--- config.mk ---
export PLATFORM = sky130hd
export DESIGN_NAME = nfpa_ctrl
export DESIGN_NICKNAME = d
export VERILOG_FILES = /design/src/sv/nfpa_pkg.sv /design/src/sv/nfpa_ctrl.sv
export VERILOG_INCLUDE_DIRS = /design/src /design/src/sv
export SDC_FILE = /design/constraint.sdc
export NUM_CORES = 1
export LEC_CHECK = 0
export BUFFER_PORTS_ARGS = -buffer_cell sky130_fd_sc_hd__buf_2
export CAP_MARGIN = 0
export CORE_AREA = 2 2 39 41
export CTS_BUF_LIST = sky130_fd_sc_hd__clkbuf_4 sky130_fd_sc_hd__clkbuf_8
export CTS_CLUSTER_DIAMETER = 100
export DETAILED_ROUTE_END_ITERATION = 8
export DIE_AREA = 0 0 41 43
export PLACE_DENSITY = 0.76
export SYNTH_ARGS = -nofsm -noshare
export SYNTH_HDL_FRONTEND = slang
export SYNTH_SLANG_ARGS = --single-unit
export TNS_END_PERCENT = 100
--- constraint.sdc ---
create_clock -name clk -period 1.4 [get_ports clk]
set_clock_uncertainty 0.1 [all_clocks]
set_input_delay 0.28 -clock clk [delete_from_list [all_inputs] [get_ports clk]]
set_output_delay 0.28 -clock clk [all_outputs]
set_load 0.01 [all_outputs]
--- src/sv/assert_macros.svh ---
// ----------------------------------------------------------------------------
// assert_macros.svh
// Assertion shorthands shared by the allocator modules. Each use expects
// clk and rst_n in scope.
// ----------------------------------------------------------------------------
`ifndef ASSERT_MACROS_SVH
`define ASSERT_MACROS_SVH

// Same-cycle implication, disabled while reset is low.
`define NFPA_ASSERT_IMP(lbl, ante, cons, msg) \
  lbl: assert property (@(posedge clk) disable iff (!rst_n) (ante) |-> (cons)) \
    else $error(msg);

// Next-cycle implication, disabled while reset is low.
`define NFPA_ASSERT_NXT(lbl, ante, cons, msg) \
  lbl: assert property (@(posedge clk) disable iff (!rst_n) (ante) |=> (cons)) \
    else $error(msg);

`endif

--- src/sv/nfpa_pkg.sv ---
// ----------------------------------------------------------------------------
// nfpa_pkg
// Shared types and fixed field widths of the page window allocator.
// ----------------------------------------------------------------------------
package nfpa_pkg;

  localparam int SIZE_W    = 23;
  localparam int ADDR_W    = 32;
  localparam int STATUS_W  = 2;

  localparam logic ACT_MAP   = 1'b0;
  localparam logic ACT_UNMAP = 1'b1;

  typedef enum logic [1:0] {
    RES_OK         = 2'd0,
    RES_NO_RUN     = 2'd1,
    RES_OUTSIDE    = 2'd2,
    RES_NOT_MAPPED = 2'd3
  } res_code_t;

  typedef enum logic [2:0] {
    S_CLEAR,
    S_IDLE,
    S_DIV,
    S_SCAN,
    S_MARK,
    S_ULOOK,
    S_DONE
  } state_t;

  // controller -> datapath
  typedef struct packed {
    logic      load;
    logic      scan_init;
    logic      scan_run;
    logic      retry;
    logic      map_take;
    logic      unmap_take;
    logic      mark_step;
    logic      clr_step;
    logic      set_code;
    res_code_t code;
    logic      res_load;
  } dp_cmd_t;

  // datapath -> controller
  typedef struct packed {
    logic is_unmap;
    logic outside;
    logic found;
    logic exhausted;
    logic retried;
    logic mark_last;
    logic len_zero;
    logic clr_last;
  } dp_sts_t;

endpackage

--- src/sv/nfpa_ctrl.sv ---
// ----------------------------------------------------------------------------
// nfpa_ctrl
// Sequencer: clear pass, divide, scan with one retry or unmap lookup, mark/clear, result.
// ----------------------------------------------------------------------------
`include "assert_macros.svh"

module nfpa_ctrl (
  input  logic              clk,
  input  logic              rst_n,
  input  logic              in_valid,
  output logic              in_ready,
  output logic              out_valid,
  input  logic              out_ready,
  input  nfpa_pkg::dp_sts_t sts,
  output nfpa_pkg::dp_cmd_t cmd
);
  import nfpa_pkg::*;

  state_t state_r, state_nxt;
  logic   out_valid_r, out_valid_nxt;

  always_ff @(posedge clk) begin
    if (!rst_n) begin
      state_r     <= S_CLEAR;
      out_valid_r <= 1'b0;
    end else begin
      state_r     <= state_nxt;
      out_valid_r <= out_valid_nxt;
    end
  end

  always_comb begin
    state_nxt     = state_r;
    cmd           = '0;
    in_ready      = 1'b0;
    out_valid_nxt = out_valid_r && !out_ready;
    case (state_r)
      S_CLEAR: begin
        cmd.clr_step = 1'b1;
        if (sts.clr_last) begin
          state_nxt = S_IDLE;
        end
      end
      S_IDLE: begin
        in_ready = 1'b1;
        if (in_valid) begin
          cmd.load  = 1'b1;
          state_nxt = S_DIV;
        end
      end
      S_DIV: begin
        if (sts.is_unmap) begin
          if (sts.outside) begin
            cmd.set_code = 1'b1;
            cmd.code     = RES_OUTSIDE;
            state_nxt    = S_DONE;
          end else begin
            state_nxt = S_ULOOK;
          end
        end else begin
          cmd.scan_init = 1'b1;
          state_nxt     = S_SCAN;
        end
      end
      S_SCAN: begin
        if (sts.found) begin
          cmd.map_take = 1'b1;
          cmd.set_code = 1'b1;
          cmd.code     = RES_OK;
          state_nxt    = S_MARK;
        end else if (sts.exhausted) begin
          if (!sts.retried) begin
            cmd.retry = 1'b1;
          end else begin
            cmd.set_code = 1'b1;
            cmd.code     = RES_NO_RUN;
            state_nxt    = S_DONE;
          end
        end else begin
          cmd.scan_run = 1'b1;
        end
      end
      S_ULOOK: begin
        cmd.set_code = 1'b1;
        if (sts.len_zero) begin
          cmd.code  = RES_NOT_MAPPED;
          state_nxt = S_DONE;
        end else begin
          cmd.unmap_take = 1'b1;
          cmd.code       = RES_OK;
          state_nxt      = S_MARK;
        end
      end
      S_MARK: begin
        cmd.mark_step = 1'b1;
        if (sts.mark_last) begin
          state_nxt = S_DONE;
        end
      end
      S_DONE: begin
        // hold until the output register is free
        if (!out_valid_r || out_ready) begin
          cmd.res_load  = 1'b1;
          out_valid_nxt = 1'b1;
          state_nxt     = S_IDLE;
        end
      end
      default: begin
        state_nxt = S_IDLE;
      end
    endcase
  end

  assign out_valid = out_valid_r;

  `NFPA_ASSERT_IMP(a_res_slot_free, cmd.res_load, !out_valid_r || out_ready,
                   "result overwrites an untaken beat")
  `NFPA_ASSERT_NXT(a_clear_once, state_r != S_CLEAR, state_r != S_CLEAR,
                   "clear pass re-entered without reset")
  `NFPA_ASSERT_IMP(a_scan_cmds_excl, sts.found, !sts.exhausted,
                   "scan found a run and ran out at once")

endmodule
==> metrics.md, run 1 <==
| Metric | Value |
|---|---|
| Outcome | finished, violations left |
| Failing checks | setup timing |
| CTS tree | yes |
| Via count | around 640 |
| Max-cap viol count | 0 |
| Die height | 43 um |
| Number of port buffers | 25 |
| RSZ-0062 raised after global routing | true |
| Period minus WS final | about 1.7 ns |
| DIE AREA | 1760 um2 |
| Area added between synthesis and finish | 77.9% |
| Cell variety after synth | 31 |
| Net Sw Power | roughly 0.73 mW |
| Fin Setup TNS | -1.94 ns |
| First-pass iteration count of the detailed router | 4 |
| Clk_lat worst skew | 0.23 ns |
| Synth Net Count | 79 |
| DRC violations left | 0 |
| Fin util | 0.684 |
| Power share of the combinational group | 0.771 |
| Slew Viols, Final | 0 |
| Final setup margin | -0.263 ns |
| FFs w/ async S/R, synth | 0 |
| Slew margin rel. | 0.807 |
| Mapped Cells | 67 |
| Hold Path Class | in2reg |
| Seq cells post-synth | 4 |
| Post-synth EDFFs | 0 |
| Dpl cell area | 736 um2 |
| Pint | 0.942 mW |
| Syn_area_per_cell | 7.94 um2 |
| Nets | 117 |
| Leakage power | 0.412 nW |
| Pin count of the biggest net entering global routing | 16 |
| Worst VDD drop | 898 uV |
| Setup slack at placement | -0.0611 ns |
| Worst R2R Setup Slack | 0 ns |
| Total clock sinks | 4 |
| Fmax | 601 MHz |
| H-tree Lvls | 1 |
| Switching part of the total power | 0.436 |
| Overflow after GRT | 0 |
| First-pass GRT wire length | 2620 um |
| CP Class | reg2out |
| Cell area after layout | 946 um2 |
| # diodes | 0 |
| Die width | about 40 um |
| Clock Pin Slew Worst Setup and Hold Paths | 0.04 ns |
| Via-to-Cell Ratio | 5.41 |
| Seq/Total Area, Yosys | 0.151 |
| FF+latch area | approximately 86 um2 |
| Share of cells above drive strength 1 | 0.680 |
| All-Layer GR Usage | 0.219 |
| Final setup fails | 14 |
| Worst Setup Start Kind | flip-flop |
| Critical path required time | 1.02 ns |
| Final Wtd Congestion | roughly 0.85 |
| Period utilization | 1.19 |
| Most used DFF post-synth | dfxtp_1 |
| Mapped Area | 532 um2 |
| DP Wirelength | 1060 um |
| Starting Density | 0.384 |
| Worst Path Arrival | 1.28 ns |
| Worst-path fanout max | 3 |
| Root Buffer | clkbuf_4 |
| Worst-margin pin slew | 0.289 ns |
| Final wirelength | between 1500 and 2000 um |
| PwrDens | roughly 1800 nW/um2 |
| Filler cells | 116 |
| Routed len/inst | approximately 15 um |
| Num rows | 14 |
| Final Hold Fails | 0 |
| Yosys warning total | 0 |
| Sequential power share | 0.141 |
| Fin Hold WS | 0.223 ns |
| Clock power frac | 0.088 |
| I/O Pins | 26 |
| Via count of the first global-routing pass | 652 |
| Crit end category | output port |
| Antenna violations before repair | 0 |
| Number of DRC markers in iteration 0 | 12 |
| Multi-input gate area | 512 um2 |
| Core ar. | approximately 1400 um2 |
| CTS max path bufs | 2 |
| Routed Antenna Nets | 0 |
| TritonCTS Buffers | 3 |
[per-stage QoR]
| step | total power, mW | instances |
|---|---|---|
| global route | 1.76 | 119 |
| detailed placement | 1.10 | 113 |
| floorplan | 0.856 | 67 |
| CTS | 1.50 | 119 |
| finish | 1.67 | 119 |
| global placement | 1.08 | 113 |
[what timing repair did]
item	in CTS	in global routing
hold buffers	0	0
pin swaps	10	5
setup buffers	3	0
resized for setup	22	15
setup endpoints to repair	14	16
[cells in the mapped netlist, types with 2 or more instances]
cell	number	area [um2]
nor3_1	4	20.0
nand2_1	7	26.3
nor3b_1	2	15.0
buf_2	2	10.0
o21ai_0	4	20.0
a21oi_1	2	10.0
o21a_1	2	15.0
buf_6	3	33.8
nor2b_1	3	18.8
dfxtp_1	4	80.1
nor2_1	8	30.0
a21boi_1	2	15.0
nand2b_1	6	37.5
[worst max-delay path: stages (launching register included)]
cell,delay (ns)
dfxtp_2,0.32
nand2b_4,0.14
or3_4,0.32
a21boi_2,0.13
buf_2,0.14
[cells by family after synthesis]
group / Yosys count / share of synthesized area
simple gates: 36 / 0.391
compound gates: 21 / 0.362
flops: 4 / 0.151
buf+inv: 6 / 0.0965
[area by class of cell]
class                           instances  share of cell area
Sequential cell                         4              0.0913
Timing Repair Buffer                   39               0.323
Clock buffer                            3              0.0238
Tap cell                               16              0.0212
Multi-Input combinational cell         57               0.541
[cell usage in the layout, fill, tap and decap left out, types with 2 or more instances in the layout]
cell type / count
a21oi_1: 2
buf_2: 21
buf_4: 5
buf_6: 10
buf_8: 2
clkbuf_4: 3
dfxtp_2: 2
nand2_1: 7
nand2b_1: 3
nand2b_4: 3
nor2_1: 5
nor2_2: 2
nor2_4: 2
nor2b_1: 2
nor3_2: 4
o21a_1: 2
o21ai_0: 4
[path summary, 6_finish.rpt]
kind,to,cells past startpoint,from
worst max-delay path,cmd[1],4,state_r[2]$_SDFFE_PN0P_
worst min-delay path,state_r[0]$_SDFFE_PN0P_,2,rst_n
worst max register to register,state_r[1]$_SDFFE_PN0P_,6,state_r[2]$_SDFFE_PN0P_
worst min register to register,state_r[2]$_SDFFE_PN0P_,4,out_valid$_SDFF_PN0_
[registers in the layout (all words and copies together) (netlist names)]
name,cells
out_valid,1
state_r,3
[power by group through the flow]
stage	Combinational, mW	Clock, mW	Sequential, mW
after floorplan	0.665	0	0.191
final	1.29	0.147	0.235
after CTS	1.12	0.151	0.227
after detailed placement	0.912	0	0.192
after global placement	0.896	0	0.188
after global routing	1.37	0.155	0.239
[layer usage]
layer | up-vias | part of all wire | track usage
li1 | 313 | - | -
met1 | 308 | 0.36 | 0.235
met2 | 23 | 0.60 | 0.400
met3 | 0 | 0.038 | 0.0157
met4 | 0 | 0 | 0.0933
met5 | - | 0 | 0
Note: power is estimated with default switching activity, not from simulation.
==> inputs of run 2 (changes only) <==
==> constraint.sdc (replaced) <==
create_clock -name clk -period 1.4 [get_ports clk]
set_clock_uncertainty 0.1 [all_clocks]
set_input_delay 0.21 -clock clk [delete_from_list [all_inputs] [get_ports clk]]
set_output_delay 0.21 -clock clk [all_outputs]
set_load 0.01 [all_outputs]
==> metrics.md, run 2 (same netlist as run 1, synthesis figures left out) <==
| Metric | Value |
|---|---|
| Via count of the first global-routing pass | 558 (was 652) |
| Most common cell after layout, fill and taps aside | buf_2 (unchanged) |
| CTS tree | yes (unchanged) |
| Worst path max stage delay | 0.33 ns (was 0.32 ns) |
| Final setup fails | 13 (was 14) |
| Clock power frac | 0.085 (was 0.088) |
| Fmax | 633 MHz (was 601 MHz) |
| Leakage power | 0.414 nW (was 0.412 nW) |
| Worst VDD drop | 1120 uV (was 898 uV) |
| Via count | 651 (was 644) |
| RSZ-0062 raised after global routing | true (unchanged) |
| Final Wtd Congestion | 0.893 (was 0.850) |
| Num rows | 14 (unchanged) |
| Sequential power share | 0.136 (was 0.141) |
| Final Hold Fails | 0 (unchanged) |
| Power share of the combinational group | 0.780 (was 0.771) |
| Clk_lat worst skew | 0.24 ns (was 0.23 ns) |
| Total power | 1.73 mW (was 1.67 mW) |
| H-tree Lvls | 1 (unchanged) |
| Most frequent cells in the layout | buf_2, buf_6, buf_4, nand2_1, nor2_1 (was buf_2, buf_6, nand2_1, nor2_1, buf_4) |
| Total clock sinks | 4 (unchanged) |
| CP Class | reg2out (unchanged) |
| Antenna violations before repair | 0 (unchanged) |
| Die width | 41 um (unchanged) |
| DIE AREA | 1760 um2 (unchanged) |
| Overflow after GRT | 0 (unchanged) |
| Max-cap viol count | 0 (unchanged) |
| CP top delay family | simple AND/OR/NAND/NOR gates (unchanged) |
| # diodes | 0 (unchanged) |
| Outcome | finished, violations left (unchanged) |
| Reg with most FFs | state_r (unchanged) |
| DRC violations left | 0 (unchanged) |
| Via-to-Cell Ratio | 5.43 (was 5.41) |
| CTS Hold Bufs | 0 (unchanged) |
| Pint | 1.01 mW (was 0.942 mW) |
| CP max stage cell | dfxtp_2 (unchanged) |
| Switching part of the total power | 0.414 (was 0.436) |
| DP Wirelength | 1050 um (was 1060 um) |
| Met3 GRT Util | 0.0157 (unchanged) |
| Slew margin rel. | 0.810 (was 0.807) |
| Starting Density | 0.384 (unchanged) |
| First-pass GRT wire length | 2170 um (was 2620 um) |
| M1 GR Usage | 0.204 (was 0.235) |
| Final setup margin | -0.179 ns (was -0.263 ns) |
| I/O Pins | 26 (unchanged) |
| Max reg flops | 3 (unchanged) |
| Worst-path fanout max | 5 (was 3) |
| Hold Path Class | in2reg (unchanged) |
| Worst Setup Start Kind | flip-flop (unchanged) |
| GRT Max-Usage Layer | met2 (unchanged) |
| PwrDens | 1820 nW/um2 (was 1770 nW/um2) |
| Routed len/inst | 13.8 um (was 15.2 um) |
| Die height | 43 um (unchanged) |
| Slew Viols, Final | 0 (unchanged) |
| TritonCTS Buffers | 3 (unchanged) |
| Worst-margin pin slew | 0.284 ns (was 0.289 ns) |
| Nets | 118 (was 117) |
| Critical path required time | 1.09 ns (was 1.02 ns) |
| Routed Antenna Nets | 0 (unchanged) |
| Failing checks | setup timing (unchanged) |
| Crit-path cells | nand2b_4, or3_4, a21boi_2, buf_2 (unchanged) |
| All-Layer GR Usage | 0.177 (was 0.219) |
| Net Sw Power | 0.716 mW (was 0.729 mW) |
| Root Buffer | clkbuf_4 (unchanged) |
| Area added between synthesis and finish | 78.6% (was 77.9%) |
| Clock Pin Slew Worst Setup and Hold Paths | 0.04 ns (about the same) |
| Core ar. | 1380 um2 (unchanged) |
| Setup slack at placement | -0.0165 ns (was -0.0611 ns) |
| Buf/Inv on CP | 1 (unchanged) |
| GR met2 Demand/Resource | 0.306 (was 0.400) |
| Number of port buffers | 25 (unchanged) |
| First-pass iteration count of the detailed router | 4 (unchanged) |
| Period minus WS final | 1.58 ns (was 1.66 ns) |
| CTS max path bufs | 2 (unchanged) |
| Period utilization | 1.13 (was 1.19) |
| Worst Path Arrival | 1.27 ns (was 1.28 ns) |
| Crit end category | output port (unchanged) |
| Share of cells above drive strength 1 | 0.673 (was 0.680) |
| Number of DRC markers in iteration 0 | 8 (was 12) |
| Pin count of the biggest net entering global routing | 15 (was 16) |
| Final wirelength | 1660 um (was 1810 um) |
run 2: cell types whose count changed in the layout (fill, tap and decap cells not counted), sizes merged:
cell and change:
clkbuf +1
run 2: final cells by class:
cell class / count / area [um2]
Sequential cell: 4 / 88.8
Timing Repair Buffer: 40 / 312
Clock buffer: 3 / 22.5
Fill cell: 105 / 434
Multi-Input combinational cell: 57 / 507
Tap cell: 16 / 20.0
run 2: metal layers:
metal | vias up | share of wire
met2 | 24 | 0.55
met3 | 4 | 0.045
met4 | 0 | 0.018
met5 | - | 0
li1 | 317 | -
met1 | 306 | 0.39
run 2: power by group through the flow:
stage | sequential (mW) | combinational (mW) | clock [mW]
final | 0.235 | 1.35 | 0.146
after global placement | 0.192 | 0.900 | 0
after floorplan | 0.191 | 0.654 | 0
after detailed placement | 0.195 | 0.917 | 0
after global routing | 0.242 | 1.44 | 0.155
after CTS | 0.219 | 1.09 | 0.148
run 2: final timing paths:
check        depth (start not counted)  slack [ns]                     from                       to
min                                  2        0.15                    rst_n  state_r[0]$_SDFFE_PN0P_
max                                  4       -0.18  state_r[2]$_SDFFE_PN0P_                   cmd[1]
max reg2reg                          6       -0.08  state_r[2]$_SDFFE_PN0P_  state_r[0]$_SDFFE_PN0P_
min reg2reg                          3        0.59  state_r[1]$_SDFFE_PN0P_  state_r[1]$_SDFFE_PN0P_
run 2: what timing repair did:
action                     4_1_cts  5_1_grt
cloned                           0        1
pin swaps                        7        7
resized for setup               20       15
setup endpoints to repair       11       15
buffers inserted                 3        3
run 2: stage by stage:
| stage | TNS [ns] | utilization | area (um2) | instances | hold WS, ns |
|---|---|---|---|---|---|
| global placement | 0 | 0.517 | 716 | 111 | 0.391 |
| CTS | -1.01 | 0.608 | 841 | 117 | 0.146 |
| global route | -1.92 | 0.686 | 950 | 120 | 0.151 |
| detailed placement | -0.0165 | 0.517 | 716 | 111 | 0.401 |
| finish | -1.16 | 0.686 | 950 | 120 | 0.146 |
| floorplan | 0 | - | 542 | 67 | 0.227 |
==> inputs of run 3 (changes only) <==
BUFFER_PORTS_ARGS = -buffer_cell sky130_fd_sc_hd__buf_4   (was -buffer_cell sky130_fd_sc_hd__buf_2)
REMOVE_ABC_BUFFERS = 1   (was not set)
==> metrics.md, run 3 (same netlist as run 1, synthesis figures left out) <==
| Metric | Value |
|---|---|
| Outcome | finished, violations left (unchanged) |
| Failing checks | setup timing (unchanged) |
| Fin util | 0.666 (was 0.686) |
| First-pass GRT wire length | 2230 um (was 2170 um) |
| First-pass iteration count of the detailed router | 4 (unchanged) |
| Period utilization | 1.12 (was 1.13) |
| Max reg flops | 3 (unchanged) |
| Overflow after GRT | 0 (unchanged) |
| Most common cell after layout, fill and taps aside | buf_4 (was buf_2) |
| Final Wtd Congestion | 0.816 (was 0.893) |
| Final setup margin | -0.161 ns (was -0.179 ns) |
| Period minus WS final | 1.56 ns (was 1.58 ns) |
| Via count of the first global-routing pass | 560 (was 558) |
| Worst-margin pin slew | 0.280 ns (was 0.284 ns) |
| Total clock sinks | 4 (unchanged) |
| Most frequent cells in the layout | buf_4, nand2_1, nor2_1, buf_6 (was buf_2, buf_6, buf_4, nand2_1, nor2_1) |
| RSZ-0062 raised after global routing | true (unchanged) |
| H-tree Lvls | 1 (unchanged) |
| Clock Pin Slew Worst Setup and Hold Paths | 0.04 ns (about the same) |
| Core ar. | 1380 um2 (unchanged) |
| Fin Setup TNS | -0.876 ns (was -1.16 ns) |
| Reg2Reg Depth | 5 (was 6) |
| Die width | 41 um (unchanged) |
| All-Layer GR Usage | 0.182 (was 0.177) |
| DIE AREA | 1760 um2 (unchanged) |
| Final wirelength | 1460 um (was 1660 um) |
| Starting Density | 0.384 (unchanged) |
| Antenna violations before repair | 0 (unchanged) |
| Leakage power | 0.393 nW (was 0.414 nW) |
| Via count | 596 (was 651) |
| CP Class | reg2out (unchanged) |
| Num rows | 14 (unchanged) |
| Share of cells above drive strength 1 | 0.640 (was 0.673) |
| Clk_lat worst skew | 0.24 ns (about the same) |
| CTS Hold Bufs | 0 (unchanged) |
| Dpl cell area | 756 um2 (was 716 um2) |
| Worst Path Arrival | 1.25 ns (was 1.27 ns) |
| TritonCTS Buffers | 3 (unchanged) |
| Area added between synthesis and finish | 73.4% (was 78.6%) |
| Via-to-Cell Ratio | 5.14 (was 5.43) |
| CTS tree | yes (unchanged) |
| DP Wirelength | 1100 um (was 1050 um) |
| Routed Antenna Nets | 0 (unchanged) |
| Total power | 1.60 mW (was 1.73 mW) |
| Worst VDD drop | 877 uV (was 1120 uV) |
| Number of DRC markers in iteration 0 | 3 (was 8) |
| Die height | 43 um (unchanged) |
| Reg with most FFs | state_r (unchanged) |
| Worst-path fanout max | 4 (was 5) |
| DP Cell Count | 111 (unchanged) |
| Slew margin rel. | 0.813 (was 0.810) |
| Slew Viols, Final | 0 (unchanged) |
| Nets | 114 (was 118) |
| Hold Crit Depth | 2 (unchanged) |
| PwrDens | 1740 nW/um2 (was 1820 nW/um2) |
| CTS max path bufs | 2 (unchanged) |
| Final Hold Fails | 0 (unchanged) |
| Routed len/inst | 12.5 um (was 13.8 um) |
| I/O Pins | 26 (unchanged) |
| Fin cells | 116 (was 120) |
| Cell area after layout | 922 um2 (was 950 um2) |
| Pin count of the biggest net entering global routing | 14 (was 15) |
| Critical path required time | 1.09 ns (about the same) |
| Number of port buffers | 25 (unchanged) |
| Crit end category | output port (unchanged) |
| Max-cap viol count | 0 (unchanged) |
| Hold Path Class | in2reg (unchanged) |
| Worst Setup Start Kind | flip-flop (unchanged) |
| # diodes | 0 (unchanged) |
| Root Buffer | clkbuf_4 (unchanged) |
| DRC violations left | 0 (unchanged) |
| Fmax | 640 MHz (was 633 MHz) |
| Final setup fails | 10 (was 13) |
## run 3: power breakdown
part           total (mW)  internal, mW  switching (mW)
registers           0.233         0.173          0.0605
logic                1.23         0.667           0.559
clock network       0.143        0.0958          0.0470
total                1.60         0.936           0.666
## run 3: worst paths after layout
path                           startpoint                       to  slack [ns]
hold / removal                      rst_n     out_valid$_SDFF_PN0_        0.12
hold reg to reg   state_r[2]$_SDFFE_PN0P_  state_r[1]$_SDFFE_PN0P_        0.60
setup reg to reg  state_r[2]$_SDFFE_PN0P_  state_r[0]$_SDFFE_PN0P_        0.04
setup / recovery  state_r[2]$_SDFFE_PN0P_                   cmd[1]       -0.16
## run 3: metal layers
| layer | global-route usage | wire length, um |
|---|---|---|
| met2 | 0.294 | 749 |
| met3 | 0.0314 | 64 |
| met1 | 0.232 | 630 |
| met4 | 0.0600 | 12 |
| met5 | 0 | 0 |
## run 3: final cells by class
class                      instances  area [um2]
tap                               16        20.0
timing repair buffer              36         297
multi-input combinational         57         494
sequential                         4        88.8
fill                             112         462
clock buffer                       3        22.5
## run 3: per-stage QoR
step	setup WS, ns	hold WS, ns
finish	-0.161	0.119
global route	-0.226	0.128
CTS	-0.157	0.118
detailed placement	-0.00251	0.358
global placement	0.00183	0.353
floorplan	-0.289	0.228
## run 3: repair_timing
action	CTS	global route
endpoints found under the setup margin	11	16
resized for setup	22	9
buffers inserted	2	0
pin swaps	7	3
## run 3: worst max-delay path, cell delays in order (launching register included)
cell and delay [ns]:
dfxtp_2 0.32, nand2b_4 0.13, or3_1 0.31, a21boi_1 0.13, buf_4 0.13
